File: src/sv/fgc_pkg.sv
`default_nettype none
// ----------------------------------------------------------------------------
// fgc_pkg: shared types and constants
// Field widths, register indexes, opcodes and the command and status words
// passed between the gated frequency counter sequencer and its datapath.
// ----------------------------------------------------------------------------
package fgc_pkg;

  localparam int OPC_W         = 3;
  localparam int CFG_IDX_W     = 2;
  localparam int CFG_DATA_W    = 32;
  localparam int DIV_W         = 16;
  localparam int CLK_W         = 28;
  localparam int PER_W         = 32;
  localparam int FRAC_W        = 8;
  localparam int FREQ_W        = 48;
  localparam int CUM_W         = 32;
  localparam int MUL_W         = 32;
  localparam int MA_W          = 2 * MUL_W;
  localparam int DEN_LIM_W     = 64;
  localparam int PORT_SAMPLE_W = 16;

  localparam logic [PORT_SAMPLE_W-1:0] SAMPLE_PORT_MASK = 16'hFFFF;

  localparam logic [DIV_W-1:0] DIV_RST = 16'd1;
  localparam logic [CLK_W-1:0] CLK_RST = 28'd72000000;
  localparam logic [PER_W-1:0] PER_RST = 32'd72000;

  localparam logic [CFG_IDX_W-1:0] REG_DIVIDER = 2'd0;
  localparam logic [CFG_IDX_W-1:0] REG_CLOCK   = 2'd1;
  localparam logic [CFG_IDX_W-1:0] REG_PERIOD  = 2'd2;

  typedef enum logic [OPC_W-1:0] {
    OP_TICK       = 3'd0,
    OP_ARM        = 3'd1,
    OP_STOP       = 3'd2,
    OP_SNAP_REQ   = 3'd3,
    OP_READ_SNAP  = 3'd4,
    OP_READ_FINAL = 3'd5
  } opcode_t;

  // product being formed by the shared multiplier
  typedef enum logic [1:0] {
    PRD_PA  = 2'd0,
    PRD_NUM = 2'd1,
    PRD_DEN = 2'd2
  } prod_t;

  typedef struct packed {
    logic  load;
    logic  mul;
    logic  add;
    logic  xfer;
    logic  norm;
    logic  div;
    logic  chunk;
    prod_t idx;
  } arith_cmd_t;

  typedef struct packed {
    logic den_zero;
    logic den_big;
  } arith_sts_t;

  typedef struct packed {
    logic             measuring;
    logic             snapshot_ready;
    logic             read_go;
    logic [CUM_W-1:0] cumulative;
  } trk_sts_t;

  typedef struct packed {
    logic load;
    logic valid;
  } emit_t;

endpackage
`default_nettype wire

File: src/sv/fgc_if.sv
`default_nettype none
// ----------------------------------------------------------------------------
// fgc_if: word channels
// Event channel into the counter and result channel out of it.
// ----------------------------------------------------------------------------
interface fgc_in_if #(
  parameter int SAMPLE_WIDTH = 16
);
  logic                        valid;
  logic                        ready;
  logic [fgc_pkg::OPC_W-1:0]   opcode;
  logic [SAMPLE_WIDTH-1:0]     counter_sample;

  modport source (output valid, output opcode, output counter_sample, input ready);
  modport sink   (input valid, input opcode, input counter_sample, output ready);
endinterface

interface fgc_out_if;
  logic                        valid;
  logic                        ready;
  logic                        freq_valid;
  logic [fgc_pkg::FREQ_W-1:0]  frequency_q8;
  logic [fgc_pkg::CUM_W-1:0]   ticks_seen;
  logic                        measuring;
  logic                        snapshot_ready;

  modport source (output valid, output freq_valid, output frequency_q8,
                  output ticks_seen, output measuring, output snapshot_ready,
                  input ready);
  modport sink   (input valid, input freq_valid, input frequency_q8,
                  input ticks_seen, input measuring, input snapshot_ready,
                  output ready);
endinterface
`default_nettype wire

File: src/sv/gated_frequency_counter_core.sv
`default_nettype none
// ----------------------------------------------------------------------------
// gated_frequency_counter_core: gated frequency counter
// Tracks timebase ticks and pulse counter samples and reports the measured
// frequency, pulses*divider*clock/(period*ticks), in unsigned Q40.8 hertz.
//
//   channel  dir  handshake      contents
//   in_ch    in   valid/ready    opcode, counter_sample
//   out_ch   out  valid/ready    freq_valid, frequency_q8, ticks_seen,
//                                measuring, snapshot_ready
//   cfg      in   cfg_we         cfg_index, cfg_data (no read-back)
//
// One word in flight. A non-reading word is emitted through S_POST. A
// reading runs 12 multiplier steps, s denominator shifts (ACC_WIDTH > 32
// only) and one restoring divider step per numerator bit (ACC_WIDTH + 52
// numerator bits).
// Reset: synchronous, clears modes, accumulators and tick count; config
// returns to divider 1, clock 72 MHz, period 72000.
// A stalled result sits in the output register; the next word is taken
// once that register is free or emptied in the same cycle.
// ----------------------------------------------------------------------------
module gated_frequency_counter_core #(
  parameter int SAMPLE_WIDTH = 16,
  parameter int ACC_WIDTH    = 32
) (
  input  wire logic                              clk,
  input  wire logic                              rst,
  fgc_in_if.sink                                 in_ch,
  fgc_out_if.source                              out_ch,
  input  wire logic                              cfg_we,
  input  wire logic [fgc_pkg::CFG_IDX_W-1:0]     cfg_index,
  input  wire logic [fgc_pkg::CFG_DATA_W-1:0]    cfg_data
);

  logic [fgc_pkg::DIV_W-1:0]  divider_ratio;
  logic [fgc_pkg::CLK_W-1:0]  clock_rate_hz;
  logic [fgc_pkg::PER_W-1:0]  tick_period_cycles;

  logic                       take;
  logic                       out_free;
  logic [SAMPLE_WIDTH-1:0]    sample;
  logic [ACC_WIDTH-1:0]       pulses;
  logic [ACC_WIDTH-1:0]       ticks;
  logic [fgc_pkg::FREQ_W-1:0] freq;
  fgc_pkg::trk_sts_t          tsts;
  fgc_pkg::arith_sts_t        asts;
  fgc_pkg::arith_cmd_t        cmd;
  fgc_pkg::emit_t             emit;

  assign sample   = in_ch.counter_sample & SAMPLE_WIDTH'(fgc_pkg::SAMPLE_PORT_MASK);
  assign take     = in_ch.valid && in_ch.ready;
  assign out_free = !out_ch.valid || out_ch.ready;

  always_ff @(posedge clk) begin
    if (rst) begin
      divider_ratio      <= fgc_pkg::DIV_RST;
      clock_rate_hz      <= fgc_pkg::CLK_RST;
      tick_period_cycles <= fgc_pkg::PER_RST;
    end else if (cfg_we) begin
      case (cfg_index)
        fgc_pkg::REG_DIVIDER: divider_ratio      <= cfg_data[fgc_pkg::DIV_W-1:0];
        fgc_pkg::REG_CLOCK:   clock_rate_hz      <= cfg_data[fgc_pkg::CLK_W-1:0];
        fgc_pkg::REG_PERIOD:  tick_period_cycles <= cfg_data[fgc_pkg::PER_W-1:0];
        default: begin
        end
      endcase
    end
  end

  fgc_track #(
    .SAMPLE_WIDTH (SAMPLE_WIDTH),
    .ACC_WIDTH    (ACC_WIDTH)
  ) u_track (
    .clk    (clk),
    .rst    (rst),
    .take   (take),
    .opcode (in_ch.opcode),
    .sample (sample),
    .sts    (tsts),
    .pulses (pulses),
    .ticks  (ticks)
  );

  fgc_ctrl #(
    .ACC_WIDTH (ACC_WIDTH)
  ) u_ctrl (
    .clk      (clk),
    .rst      (rst),
    .in_valid (in_ch.valid),
    .out_free (out_free),
    .read_go  (tsts.read_go),
    .asts     (asts),
    .in_ready (in_ch.ready),
    .cmd      (cmd),
    .emit     (emit)
  );

  fgc_arith #(
    .ACC_WIDTH (ACC_WIDTH)
  ) u_arith (
    .clk        (clk),
    .cmd        (cmd),
    .divider    (divider_ratio),
    .clock_rate (clock_rate_hz),
    .period     (tick_period_cycles),
    .pulses     (pulses),
    .ticks      (ticks),
    .sts        (asts),
    .freq       (freq)
  );

  always_ff @(posedge clk) begin
    if (rst) begin
      out_ch.valid <= 1'b0;
    end else if (emit.load) begin
      out_ch.valid <= 1'b1;
    end else if (out_ch.ready) begin
      out_ch.valid <= 1'b0;
    end
  end

  always_ff @(posedge clk) begin
    if (emit.load) begin
      out_ch.freq_valid     <= emit.valid;
      out_ch.frequency_q8   <= emit.valid ? freq : '0;
      out_ch.ticks_seen     <= tsts.cumulative;
      out_ch.measuring      <= tsts.measuring;
      out_ch.snapshot_ready <= tsts.snapshot_ready;
    end
  end

endmodule
`default_nettype wire

File: src/sv/fgc_track.sv
`default_nettype none
// ----------------------------------------------------------------------------
// fgc_track: measurement state
// Count and read modes, pulse and tick accumulators, snapshot and the
// cumulative tick count; selects the operands for a reading.
// ----------------------------------------------------------------------------
module fgc_track #(
  parameter int SAMPLE_WIDTH = 16,
  parameter int ACC_WIDTH    = 32
) (
  input  wire logic                          clk,
  input  wire logic                          rst,
  input  wire logic                          take,
  input  wire logic [fgc_pkg::OPC_W-1:0]     opcode,
  input  wire logic [SAMPLE_WIDTH-1:0]       sample,
  output fgc_pkg::trk_sts_t                  sts,
  output logic      [ACC_WIDTH-1:0]          pulses,
  output logic      [ACC_WIDTH-1:0]          ticks
);

  typedef enum logic [1:0] {CM_IDLE, CM_ARMED, CM_MEAS} count_mode_t;
  typedef enum logic [1:0] {RM_IDLE, RM_WAIT, RM_READY} read_mode_t;

  count_mode_t                 count_mode;
  read_mode_t                  read_mode;
  logic [SAMPLE_WIDTH-1:0]     last_sample;
  logic [ACC_WIDTH-1:0]        pulse_total;
  logic [ACC_WIDTH-1:0]        tick_total;
  logic [ACC_WIDTH-1:0]        snap_pulses;
  logic [ACC_WIDTH-1:0]        snap_ticks;
  logic [fgc_pkg::CUM_W-1:0]   tick_cumulative;

  logic [SAMPLE_WIDTH-1:0]     diff;
  logic [ACC_WIDTH-1:0]        pulse_next;
  logic [ACC_WIDTH-1:0]        tick_next;
  fgc_pkg::opcode_t            op;

  assign op         = fgc_pkg::opcode_t'(opcode);
  assign diff       = sample - last_sample;
  assign pulse_next = pulse_total + ACC_WIDTH'(diff);
  assign tick_next  = tick_total + ACC_WIDTH'(1);

  always_ff @(posedge clk) begin
    if (rst) begin
      count_mode      <= CM_IDLE;
      read_mode       <= RM_IDLE;
      last_sample     <= '0;
      pulse_total     <= '0;
      tick_total      <= '0;
      snap_pulses     <= '0;
      snap_ticks      <= '0;
      tick_cumulative <= '0;
    end else if (take) begin
      case (op)
        fgc_pkg::OP_TICK: begin
          tick_cumulative <= tick_cumulative + fgc_pkg::CUM_W'(1);
          if (count_mode == CM_MEAS) begin
            tick_total  <= tick_next;
            pulse_total <= pulse_next;
            last_sample <= sample;
            if (read_mode == RM_WAIT) begin
              snap_ticks  <= tick_next;
              snap_pulses <= pulse_next;
              read_mode   <= RM_READY;
            end
          end else if (count_mode == CM_ARMED) begin
            last_sample <= sample;
            pulse_total <= '0;
            tick_total  <= '0;
            count_mode  <= CM_MEAS;
          end
        end
        fgc_pkg::OP_ARM: begin
          read_mode  <= RM_IDLE;
          count_mode <= CM_ARMED;
        end
        fgc_pkg::OP_STOP: begin
          count_mode <= CM_IDLE;
        end
        fgc_pkg::OP_SNAP_REQ: begin
          snap_pulses <= '0;
          snap_ticks  <= '0;
          read_mode   <= RM_WAIT;
        end
        fgc_pkg::OP_READ_FINAL: begin
          if (count_mode == CM_MEAS) begin
            count_mode <= CM_IDLE;
          end
        end
        default: begin
        end
      endcase
    end
  end

  always_comb begin
    sts.measuring      = (count_mode == CM_MEAS);
    sts.snapshot_ready = (read_mode == RM_READY);
    sts.cumulative     = tick_cumulative;
    sts.read_go        = ((op == fgc_pkg::OP_READ_SNAP) && (read_mode == RM_READY)) ||
                         ((op == fgc_pkg::OP_READ_FINAL) && (count_mode == CM_MEAS) &&
                          (tick_total != '0));
    pulses = (op == fgc_pkg::OP_READ_SNAP) ? snap_pulses : pulse_total;
    ticks  = (op == fgc_pkg::OP_READ_SNAP) ? snap_ticks  : tick_total;
  end

endmodule
`default_nettype wire

File: src/sv/fgc_arith.sv
`default_nettype none
// ----------------------------------------------------------------------------
// fgc_arith: frequency datapath
// Shared 32x32 multiplier forming numerator and denominator in 32-bit
// chunks, denominator normalization, and a restoring divider giving one
// quotient bit per step with saturation to the Q40.8 range.
// ----------------------------------------------------------------------------
module fgc_arith #(
  parameter int ACC_WIDTH = 32
) (
  input  wire logic                         clk,
  input  wire fgc_pkg::arith_cmd_t          cmd,
  input  wire logic [fgc_pkg::DIV_W-1:0]    divider,
  input  wire logic [fgc_pkg::CLK_W-1:0]    clock_rate,
  input  wire logic [fgc_pkg::PER_W-1:0]    period,
  input  wire logic [ACC_WIDTH-1:0]         pulses,
  input  wire logic [ACC_WIDTH-1:0]         ticks,
  output fgc_pkg::arith_sts_t               sts,
  output logic      [fgc_pkg::FREQ_W-1:0]   freq
);

  localparam int PW    = ACC_WIDTH + fgc_pkg::DIV_W + fgc_pkg::CLK_W;
  localparam int NUM_W = PW + fgc_pkg::FRAC_W;
  localparam int DEN_W = ACC_WIDTH + fgc_pkg::PER_W;
  localparam int DW    = (DEN_W > fgc_pkg::DEN_LIM_W) ? fgc_pkg::DEN_LIM_W : DEN_W;

  logic [fgc_pkg::MA_W-1:0]   ma;
  logic [fgc_pkg::MUL_W-1:0]  mb;
  logic [fgc_pkg::MA_W-1:0]   pp;
  logic [PW-1:0]              prod;
  logic [ACC_WIDTH-1:0]       opt;
  logic [NUM_W-1:0]           num;
  logic [DEN_W-1:0]           den;
  logic [DW-1:0]              rem;
  logic [fgc_pkg::FREQ_W-1:0] quo;
  logic                       ovf;

  logic [DW-1:0]              d;
  logic [DW:0]                r2;
  logic [DW:0]                r2_sub;
  logic                       ge;
  logic [DW-1:0]              rem_next;

  assign d        = den[DW-1:0];
  assign r2       = {rem, num[NUM_W-1]};
  assign r2_sub   = r2 - {1'b0, d};
  assign ge       = (r2 >= {1'b0, d});
  assign rem_next = ge ? r2_sub[DW-1:0] : r2[DW-1:0];

  always_ff @(posedge clk) begin
    if (cmd.load) begin
      ma   <= fgc_pkg::MA_W'(pulses);
      mb   <= fgc_pkg::MUL_W'(divider);
      opt  <= ticks;
      prod <= '0;
      rem  <= '0;
      quo  <= '0;
      ovf  <= 1'b0;
    end else if (cmd.mul) begin
      pp <= ma[fgc_pkg::MUL_W-1:0] * mb;
      ma <= ma >> fgc_pkg::MUL_W;
    end else if (cmd.add) begin
      prod <= prod + (cmd.chunk ? PW'({pp, {fgc_pkg::MUL_W{1'b0}}}) : PW'(pp));
    end else if (cmd.xfer) begin
      case (cmd.idx)
        fgc_pkg::PRD_PA: begin
          ma   <= fgc_pkg::MA_W'(prod);
          mb   <= fgc_pkg::MUL_W'(clock_rate);
          prod <= '0;
        end
        fgc_pkg::PRD_NUM: begin
          num  <= NUM_W'(prod) << fgc_pkg::FRAC_W;
          ma   <= fgc_pkg::MA_W'(opt);
          mb   <= period;
          prod <= '0;
        end
        fgc_pkg::PRD_DEN: begin
          den <= DEN_W'(prod);
        end
        default: begin
        end
      endcase
    end else if (cmd.norm) begin
      den <= den >> 1;
      num <= num >> 1;
    end else if (cmd.div) begin
      num <= num << 1;
      rem <= rem_next;
      quo <= {quo[fgc_pkg::FREQ_W-2:0], ge};
      ovf <= ovf | quo[fgc_pkg::FREQ_W-1];
    end
  end

  assign sts.den_zero = (den == '0);
  assign sts.den_big  = |(den >> fgc_pkg::DEN_LIM_W);
  assign freq         = ovf ? '1 : quo;

endmodule
`default_nettype wire

File: src/sv/fgc_ctrl.sv
`default_nettype none
// ----------------------------------------------------------------------------
// fgc_ctrl: sequencer
// Accepts one word at a time and steps the datapath through the three
// products, normalization and division of a reading.
// ----------------------------------------------------------------------------
module fgc_ctrl #(
  parameter int ACC_WIDTH = 32
) (
  input  wire logic                 clk,
  input  wire logic                 rst,
  input  wire logic                 in_valid,
  input  wire logic                 out_free,
  input  wire logic                 read_go,
  input  wire fgc_pkg::arith_sts_t  asts,
  output logic                      in_ready,
  output fgc_pkg::arith_cmd_t       cmd,
  output fgc_pkg::emit_t            emit
);

  localparam int NUM_W = ACC_WIDTH + fgc_pkg::DIV_W + fgc_pkg::CLK_W + fgc_pkg::FRAC_W;
  localparam int CNT_W = $clog2(NUM_W);

  typedef enum logic [2:0] {
    S_IDLE, S_POST, S_MUL, S_XFER, S_NORM, S_DIV, S_DONE
  } state_t;

  state_t          state;
  logic [1:0]      step;
  fgc_pkg::prod_t  idx;
  logic [CNT_W-1:0] dcnt;
  logic            take;

  assign in_ready = (state == S_IDLE) && out_free;
  assign take     = in_valid && in_ready;

  always_ff @(posedge clk) begin
    if (rst) begin
      state <= S_IDLE;
      step  <= '0;
      idx   <= fgc_pkg::PRD_PA;
      dcnt  <= '0;
    end else begin
      case (state)
        S_IDLE: begin
          if (take) begin
            step  <= '0;
            idx   <= fgc_pkg::PRD_PA;
            state <= read_go ? S_MUL : S_POST;
          end
        end
        S_POST: state <= S_IDLE;
        S_MUL: begin
          step <= step + 2'd1;
          if (step == 2'd3) begin
            state <= S_XFER;
          end
        end
        S_XFER: begin
          case (idx)
            fgc_pkg::PRD_PA: begin
              idx   <= fgc_pkg::PRD_NUM;
              state <= S_MUL;
            end
            fgc_pkg::PRD_NUM: begin
              idx   <= fgc_pkg::PRD_DEN;
              state <= S_MUL;
            end
            default: state <= S_NORM;
          endcase
        end
        S_NORM: begin
          if (asts.den_zero) begin
            state <= S_DONE;
          end else if (!asts.den_big) begin
            dcnt  <= '0;
            state <= S_DIV;
          end
        end
        S_DIV: begin
          dcnt <= dcnt + CNT_W'(1);
          if (dcnt == CNT_W'(NUM_W - 1)) begin
            state <= S_DONE;
          end
        end
        S_DONE: state <= S_IDLE;
        default: state <= S_IDLE;
      endcase
    end
  end

  always_comb begin
    cmd       = '0;
    cmd.idx   = idx;
    cmd.chunk = step[1];
    case (state)
      S_IDLE: cmd.load = take && read_go;
      S_MUL: begin
        cmd.mul = !step[0];
        cmd.add = step[0];
      end
      S_XFER: cmd.xfer = 1'b1;
      S_NORM: cmd.norm = !asts.den_zero && asts.den_big;
      S_DIV:  cmd.div  = 1'b1;
      default: begin
      end
    endcase
    emit.load  = (state == S_POST) || (state == S_DONE);
    emit.valid = (state == S_DONE) && !asts.den_zero;
  end

  a_emit_free: assert property (@(posedge clk) disable iff (rst)
    emit.load |-> out_free)
    else $error("result loaded over a pending word");

  a_plain_word: assert property (@(posedge clk) disable iff (rst)
    (take && !read_go) |=> (emit.load && !emit.valid))
    else $error("non-computing word did not emit next cycle");

  a_busy_stall: assert property (@(posedge clk) disable iff (rst)
    (state != S_IDLE) |-> !in_ready)
    else $error("input accepted while busy");

  a_done_path: assert property (@(posedge clk) disable iff (rst)
    (state == S_DONE) |-> ($past(state) == S_DIV || $past(state) == S_NORM))
    else $error("reading finished without division");

endmodule
`default_nettype wire
File: src/flat_wrapper.sv
// flat-port wrapper written by rule: the top's interface ports become plain ports
module gated_frequency_counter_core_flat 
#(
  parameter int SAMPLE_WIDTH = 16,
  parameter int ACC_WIDTH    = 32
)
  (clk, rst, cfg_we, cfg_index, cfg_data, in_ch_valid, in_ch_opcode, in_ch_counter_sample, in_ch_ready, out_ch_valid, out_ch_freq_valid, out_ch_frequency_q8, out_ch_ticks_seen, out_ch_measuring, out_ch_snapshot_ready, out_ch_ready);
  fgc_in_if #(.SAMPLE_WIDTH(SAMPLE_WIDTH)) in_ch_i ();
  fgc_out_if out_ch_i ();
  input  wire logic clk;
  input  wire logic rst;
  input  wire logic cfg_we;
  input  wire logic [fgc_pkg::CFG_IDX_W-1:0] cfg_index;
  input  wire logic [fgc_pkg::CFG_DATA_W-1:0] cfg_data;
  input wire logic [$bits(in_ch_i.valid)-1:0] in_ch_valid;
  input wire logic [$bits(in_ch_i.opcode)-1:0] in_ch_opcode;
  input wire logic [$bits(in_ch_i.counter_sample)-1:0] in_ch_counter_sample;
  output wire logic [$bits(in_ch_i.ready)-1:0] in_ch_ready;
  output wire logic [$bits(out_ch_i.valid)-1:0] out_ch_valid;
  output wire logic [$bits(out_ch_i.freq_valid)-1:0] out_ch_freq_valid;
  output wire logic [$bits(out_ch_i.frequency_q8)-1:0] out_ch_frequency_q8;
  output wire logic [$bits(out_ch_i.ticks_seen)-1:0] out_ch_ticks_seen;
  output wire logic [$bits(out_ch_i.measuring)-1:0] out_ch_measuring;
  output wire logic [$bits(out_ch_i.snapshot_ready)-1:0] out_ch_snapshot_ready;
  input wire logic [$bits(out_ch_i.ready)-1:0] out_ch_ready;
  assign in_ch_i.valid = in_ch_valid;
  assign in_ch_i.opcode = in_ch_opcode;
  assign in_ch_i.counter_sample = in_ch_counter_sample;
  assign in_ch_ready = in_ch_i.ready;
  assign out_ch_valid = out_ch_i.valid;
  assign out_ch_freq_valid = out_ch_i.freq_valid;
  assign out_ch_frequency_q8 = out_ch_i.frequency_q8;
  assign out_ch_ticks_seen = out_ch_i.ticks_seen;
  assign out_ch_measuring = out_ch_i.measuring;
  assign out_ch_snapshot_ready = out_ch_i.snapshot_ready;
  assign out_ch_i.ready = out_ch_ready;
  gated_frequency_counter_core #(.SAMPLE_WIDTH(SAMPLE_WIDTH), .ACC_WIDTH(ACC_WIDTH)) u_core (.clk(clk), .rst(rst), .in_ch(in_ch_i), .out_ch(out_ch_i), .cfg_we(cfg_we), .cfg_index(cfg_index), .cfg_data(cfg_data));
endmodule
File: config.mk
export PLATFORM = sky130hd
export DESIGN_NAME = gated_frequency_counter_core_flat
export DESIGN_NICKNAME = d
export VERILOG_FILES = /design/src/sv/fgc_pkg.sv /design/src/sv/fgc_if.sv /design/src/sv/gated_frequency_counter_core.sv /design/src/sv/fgc_track.sv /design/src/sv/fgc_arith.sv /design/src/sv/fgc_ctrl.sv /design/src/flat_wrapper.sv
export SDC_FILE = /design/constraint.sdc
export NUM_CORES = 2
export LEC_CHECK = 0
export ABC_AREA = 1
export ABC_CLOCK_PERIOD_IN_PS = 9700
export BUFFER_PORTS_ARGS = -buffer_cell sky130_fd_sc_hd__clkbuf_2
export CORE_ASPECT_RATIO = 1.2
export CORE_MARGIN = 5
export CORE_UTILIZATION = 50
export DETAILED_ROUTE_END_ITERATION = 10
export PLACE_DENSITY = 0.72
export SKIP_CTS_REPAIR_TIMING = 1
export SLEW_MARGIN = 20
export SYNTH_ARGS = -nofsm -noshare
export SYNTH_HDL_FRONTEND = slang
export SYNTH_HIERARCHICAL = 1
export SYNTH_SLANG_ARGS = --single-unit
File: constraint.sdc
create_clock -name clk -period 9.7 [get_ports clk]
set_clock_uncertainty 0.15 [all_clocks]
set_input_delay 0.97 -clock clk [delete_from_list [all_inputs] [get_ports clk]]
set_output_delay 0.97 -clock clk [all_outputs]
set_load 0.005 [all_outputs]
# == Word level (Yosys, flattened, before mapping) ==
# Cells that the tools add are included.
# W data, S select, Z words.
# op_classes
add_sub_neg,8
multipliers,1
order_cmp,1
n_eq_ne,35
mux,58
n_bitwise,5
reduce_logical,58
# op_table
op,n
$mux W32,13
$mux W76,4
$mux W84,3
$pmux W32 S2,3
$pmux W64 S2,1
$mux W16,6
$add A76 B76 Y76,1
$ge A65 B64 Y1,1
$add A32 B1 Y32 const B,2
$logic_not A64 Y1,1
$mul A32 B32 Y64,1
$mux W64,1
$sub A64 B64 Y64,1
$mux W48,1
$add A32 B16 Y32,1
$reduce_bool A32 Y1,1
$reduce_bool A2 Y1,11
$reduce_and A4 Y1,5
$mux W2,9
$reduce_and A3 Y1,6
$ne A2 B2 Y1 const B,8
$sub A16 B16 Y16,1
$eq A3 B3 Y1 const B,5
$pmux W3 S5,1
other kinds (29),79
# totals
regBits,883
in_bits,58
output_inout_bits,85
wordCells,199

# == Depth between registers and ports, before layout ==
# depth
ltp_word,8
depth_mapped,32

# == Modules after synthesis ==
# Netlist, hierarchy kept.
# modules_own_cells
module,instances,cells_per_inst,area_per_inst_um2,seq_area_each_um2
fgc_arith,1,9534,68918.6,13513.0
fgc_track,1,1727,11006.8,3603.5
gated_frequency_counter_core,1,657,6047.0,4033.9
fgc_ctrl,1,148,975.9,280.3

# == Worst setup path after synthesis ==
# OpenSTA, ideal clock, no wires.
# synth_path
path_kind,input -> register
startpoint,in in_ch_opcode[1]
endpoint,"reg u_core.u_arith.num[0], enable pin"
arrival_ns,8.793
t_required_ns,8.890
setup_slack_ns,0.097
cell_stages,11
path_cell_list,nor2_4 -> nand2_1 -> clkbuf_1 -> o31ai_1 -> inv_1 -> nor2_1 -> nor2_1 -> inv_1 -> nor2_1 -> inv_1 -> a221oi_1
# synth_lines
element,line,source
"start, declared",flat_wrapper.sv:16,input wire logic [$bits(in_ch_i.opcode)-1:0] in_ch_opcode;
"end signal, assigned",fgc_arith.sv:72,num <= NUM_W'(prod) << fgc_pkg::FRAC_W;
"end signal, assigned",fgc_arith.sv:85,num <= num >> 1;
"end signal, assigned",fgc_arith.sv:87,num <= num << 1;
"end, declared",fgc_arith.sv:32,logic [NUM_W-1:0] num;

# == Final worst setup path ==
# layout_path
startpoint,reg u_core/u_arith/ma[22] in the netlist's numbering
endpoint,reg u_core/u_arith/pp[57] in the netlist's numbering (data pin)
# layout_between
elab_chain_cells,1
# layout_lines
element,line,source
"start, declared",fgc_arith.sv:27,logic [fgc_pkg::MA_W-1:0] ma;
"start signal, assigned",fgc_arith.sv:52,ma <= fgc_pkg::MA_W'(pulses);
"start signal, assigned",fgc_arith.sv:61,ma <= ma >> fgc_pkg::MUL_W;
"start signal, assigned",fgc_arith.sv:67,ma <= fgc_pkg::MA_W'(prod);
$mul A32 B32 Y64,fgc_arith.sv:60,pp <= ma[fgc_pkg::MUL_W-1:0] * mb;
"end signal, assigned",fgc_arith.sv:60,
"end, declared",fgc_arith.sv:29,logic [fgc_pkg::MA_W-1:0] pp;
# Every way passes these cells.
# A chain may end at the register's enable or synchronous reset.

==> impl_metrics.env <==
export IMPL_synth_seq_area_share=0.246
export IMPL_fin_crit_ps=8160
export IMPL_min_period_over_period=0.841
export IMPL_antenna_found_initial=12
export IMPL_drive_gt1_frac=0.0452
export IMPL_mappedNetlistArea_mm2=0.0869
export IMPL_area_growth_syn_to_layout_pct=7.04
export IMPL_drt_wl_total_um=299000
export IMPL_hold_path_class="flop to flop"
export IMPL_run_status="complete, but fails checks"
export IMPL_grt_overflow_total=0
export IMPL_combined_global_route_utilization_of_all_metal_layers=0.324
export IMPL_maximum_number_of_pins_on_one_net_before_global_route_repair=183
export IMPL_finalMaxSlewViolations=85
export IMPL_buffer_type_at_the_clock_tree_root="sky130_fd_sc_hd__clkbuf_16"
export IMPL_endpoint_kind="flop"
export IMPL_ff2ff_setup_slack_ps=1540
export IMPL_setup_tns_final_ps=0
export IMPL_die_span_in_x_um=391
export IMPL_routed_via_density=5.41
export IMPL_ys_ff_latch=883
export IMPL_routedWlPerCell_um=20.9
export IMPL_yosys_area_top_type="sky130_fd_sc_hd__fa_1"
export IMPL_timing_hold_violations_final=0
export IMPL_finalWeightedCongestion=1.01
export IMPL_start_kind="flop"
export IMPL_required_ps=10040
export IMPL_finish_net_count=13400
export IMPL_drtAntennaViolNets=0
export IMPL_synth_edff_count=375
export IMPL_dieHeight_um=467
export IMPL_critical_path_peak_fanout=17
export IMPL_synth_top_cells_by_count="sky130_fd_sc_hd__nand2_1 (3395), sky130_fd_sc_hd__inv_1 (2801), sky130_fd_sc_hd__fa_1 (900)"
export IMPL_grt_pass1_vias=78200
export IMPL_synthDominantCellAreaShare=0.207
export IMPL_yosys_warnings=6
export IMPL_timing_worst_slew_pin_value_ps=2910
export IMPL_cts_tree="yes"
export IMPL_hold_path_cell_count=2
export IMPL_tritoncts_buffers=94
export IMPL_drt_iter0_drc=6886
export IMPL_buffer_ports_inserted=142
export IMPL_asyncSetResetFlopFracSynth=0
export IMPL_hold_path_end="u_core/u_arith/quo[5]"
export IMPL_avgSynthCellArea_um2=7.21
export IMPL_cp_data_arrival_time_ps=8500
export IMPL_rsz_0062_raised_after_global_routing="false"
export IMPL_clock_tree_htree_level_count=3
export IMPL_1st_pass_router_iterations=6
export IMPL_maxCapViolations=0
export IMPL_crit_type="flop to flop"
export IMPL_relSlewSlack=-0.943
export IMPL_floorplan_initialDensity=0.503
export IMPL_tritoncts_num_sinks=883
export IMPL_hold_start="u_core/u_arith/quo[4]"
export IMPL_pin_count=143
export IMPL_post_synth_num_cell_types=59
export IMPL_synth_ff_type="sky130_fd_sc_hd__dfxtp_1"
export IMPL_dieArea_mm2=0.182
export IMPL_clk_transition_reported_paths_ps=70
export IMPL_critical_path_reg2reg_startpoint="u_core/u_arith/ma[22]"
export IMPL_layout_area_seq_mm2=0.0214
export IMPL_setup_viol=0
export IMPL_core_mm2=0.173
export IMPL_critical_path_reg2reg_endpoint="u_core/u_arith/pp[57]"
export IMPL_multi_input_area_mm2=0.0531
export IMPL_synth_area_top_cells="sky130_fd_sc_hd__fa_1 (21%), sky130_fd_sc_hd__nand2_1 (15%), sky130_fd_sc_hd__edfxtp_1 (13%)"
export IMPL_final_fill_count=16700
export IMPL_library_cell_with_the_highest_instance_count_after_synthesis="sky130_fd_sc_hd__nand2_1"
export IMPL_routed_via_count=77600
export IMPL_clock_tree_buffer_depth=3
export IMPL_fmax_mhz=123
export IMPL_grt_first_pass_wirelength_um=456000
export IMPL_remaining_design_rule_violation_count=0
export IMPL_dp_hpwl_um=237000
export IMPL_row_count=167
export IMPL_clock_latency_on_the_worst_skew_pair_ps=760
export IMPL_synthesis_nets=13500
export IMPL_synthCells=12100
export IMPL_violations="max-slew violations"
export IMPL_timing_reg2reg_worst_path_depth=20
through the flow:
stage | area, um^2 | hold slack (ps) | std cells | setup WS (ps) | util
2_1_floorplan | 86900 | 279 | 12100 | 97.4 | -
3_3_place_gp | 89700 | 292 | 14100 | 1640 | 0.519
3_5_place_dp | 89700 | 299 | 14100 | 1610 | 0.519
4_1_cts | 93000 | 255 | 14300 | 1620 | 0.538
5_1_grt | 93100 | 328 | 14300 | 1270 | 0.539
6_report | 93100 | 301 | 14300 | 1540 | 0.539
worst max-delay path, cell delays in order (launching register included):
cell and delay, ps:
sky130_fd_sc_hd__edfxtp_1 970, sky130_fd_sc_hd__buf_4 410, sky130_fd_sc_hd__nand2_1 110, sky130_fd_sc_hd__fa_1 490, sky130_fd_sc_hd__fa_1 540, sky130_fd_sc_hd__fa_1 540, sky130_fd_sc_hd__fa_1 530, sky130_fd_sc_hd__inv_1 60
sky130_fd_sc_hd__fa_1 560, sky130_fd_sc_hd__fa_1 440, sky130_fd_sc_hd__fa_1 580, sky130_fd_sc_hd__fa_1 470, sky130_fd_sc_hd__ha_1 450, sky130_fd_sc_hd__nand2_1 150, sky130_fd_sc_hd__nor2_1 120, sky130_fd_sc_hd__inv_1 80
sky130_fd_sc_hd__nor4_1 420, sky130_fd_sc_hd__nand3_1 160, sky130_fd_sc_hd__nand3_1 280, sky130_fd_sc_hd__a21oi_1 180, sky130_fd_sc_hd__xnor2_1 190
kinds of logic after synthesis:
kind of cell | synth area share
AOI/OAI and AO/OA | 0.0916
xor gates and xnor gates | 0.0120
muxes | 0.00181
DFF | 0.246
adders and majority gates | 0.271
other | 0.0000431
and+or+nand+nor | 0.232
buffers and inverters | 0.145
area by class of cell:
class	count	area share
flip-flops and latches	883	0.230
repair buffers	274	0.0191
inverters	2826	0.114
well taps	2281	0.0307
clock buffers	126	0.0278
diodes	4	0.000108
clock inverters	52	0.00770
multi-input cells	7884	0.570
layout by cell type (no fill, tap or decap), types with 15 or more instances in the layout:
cell,instances
sky130_fd_sc_hd__nand2_1,3392
sky130_fd_sc_hd__inv_1,2799
sky130_fd_sc_hd__fa_1,900
sky130_fd_sc_hd__nor2_1,820
sky130_fd_sc_hd__a21oi_1,701
sky130_fd_sc_hd__dfxtp_1,507
sky130_fd_sc_hd__nand3_1,458
sky130_fd_sc_hd__ha_1,444
sky130_fd_sc_hd__edfxtp_1,375
sky130_fd_sc_hd__o21ai_0,369
sky130_fd_sc_hd__clkbuf_2,141
sky130_fd_sc_hd__buf_4,128
sky130_fd_sc_hd__clkbuf_16,95
sky130_fd_sc_hd__nor3_1,90
sky130_fd_sc_hd__xor2_1,79
sky130_fd_sc_hd__o221ai_1,75
sky130_fd_sc_hd__nand4_1,58
sky130_fd_sc_hd__a21boi_0,54
sky130_fd_sc_hd__nand3b_1,51
sky130_fd_sc_hd__xnor2_1,40
sky130_fd_sc_hd__o21bai_1,38
sky130_fd_sc_hd__o211ai_1,35
sky130_fd_sc_hd__nor4_1,35
sky130_fd_sc_hd__o32ai_1,35
sky130_fd_sc_hd__a31oi_1,33
sky130_fd_sc_hd__inv_2,24
sky130_fd_sc_hd__clkbuf_1,22
sky130_fd_sc_hd__or2_2,15
how the worst max path moves through the flow:
stage                       endpoint  slack, ps                   from  cells after the start
3_3_place_gp   u_core/u_arith/pp[50]       1640  u_core/u_arith/mb[14]                     25
6_report       u_core/u_arith/pp[57]       1540  u_core/u_arith/ma[22]                     20
3_5_place_dp   u_core/u_arith/pp[55]       1610  u_core/u_arith/mb[14]                     27
2_1_floorplan  u_core/u_arith/num[0]        100        in_ch_opcode[1]                     11
4_1_cts        u_core/u_arith/pp[55]       1620  u_core/u_arith/mb[14]                     27
5_1_grt        u_core/u_arith/pp[57]       1270  u_core/u_arith/ma[22]                     19
registers in the layout, summed over array words and instances (netlist names), 48 cells and up:
| name | count |
|---|---|
| u_core/u_arith/num | 84 |
| u_core/u_arith/prod | 76 |
| u_core/u_arith/d | 64 |
| u_core/u_arith/ma | 64 |
| u_core/u_arith/pp | 64 |
| u_core/u_arith/rem | 64 |
| u_core/out_ch.frequency_q8 | 48 |
| u_core/u_arith/quo | 48 |
metal layers:
metal  GRT usage  up-vias  routed length [um]
met1       0.396    37300              115000
met5           0        -                  73
met4       0.191       10               21000
met3      0.0524      840               21700
met2       0.542     3058              141000
li1            -    36400                   -
Power is not shown: default switching activity piles up to over one toggle a cycle in this logic, so the estimate is an artifact.
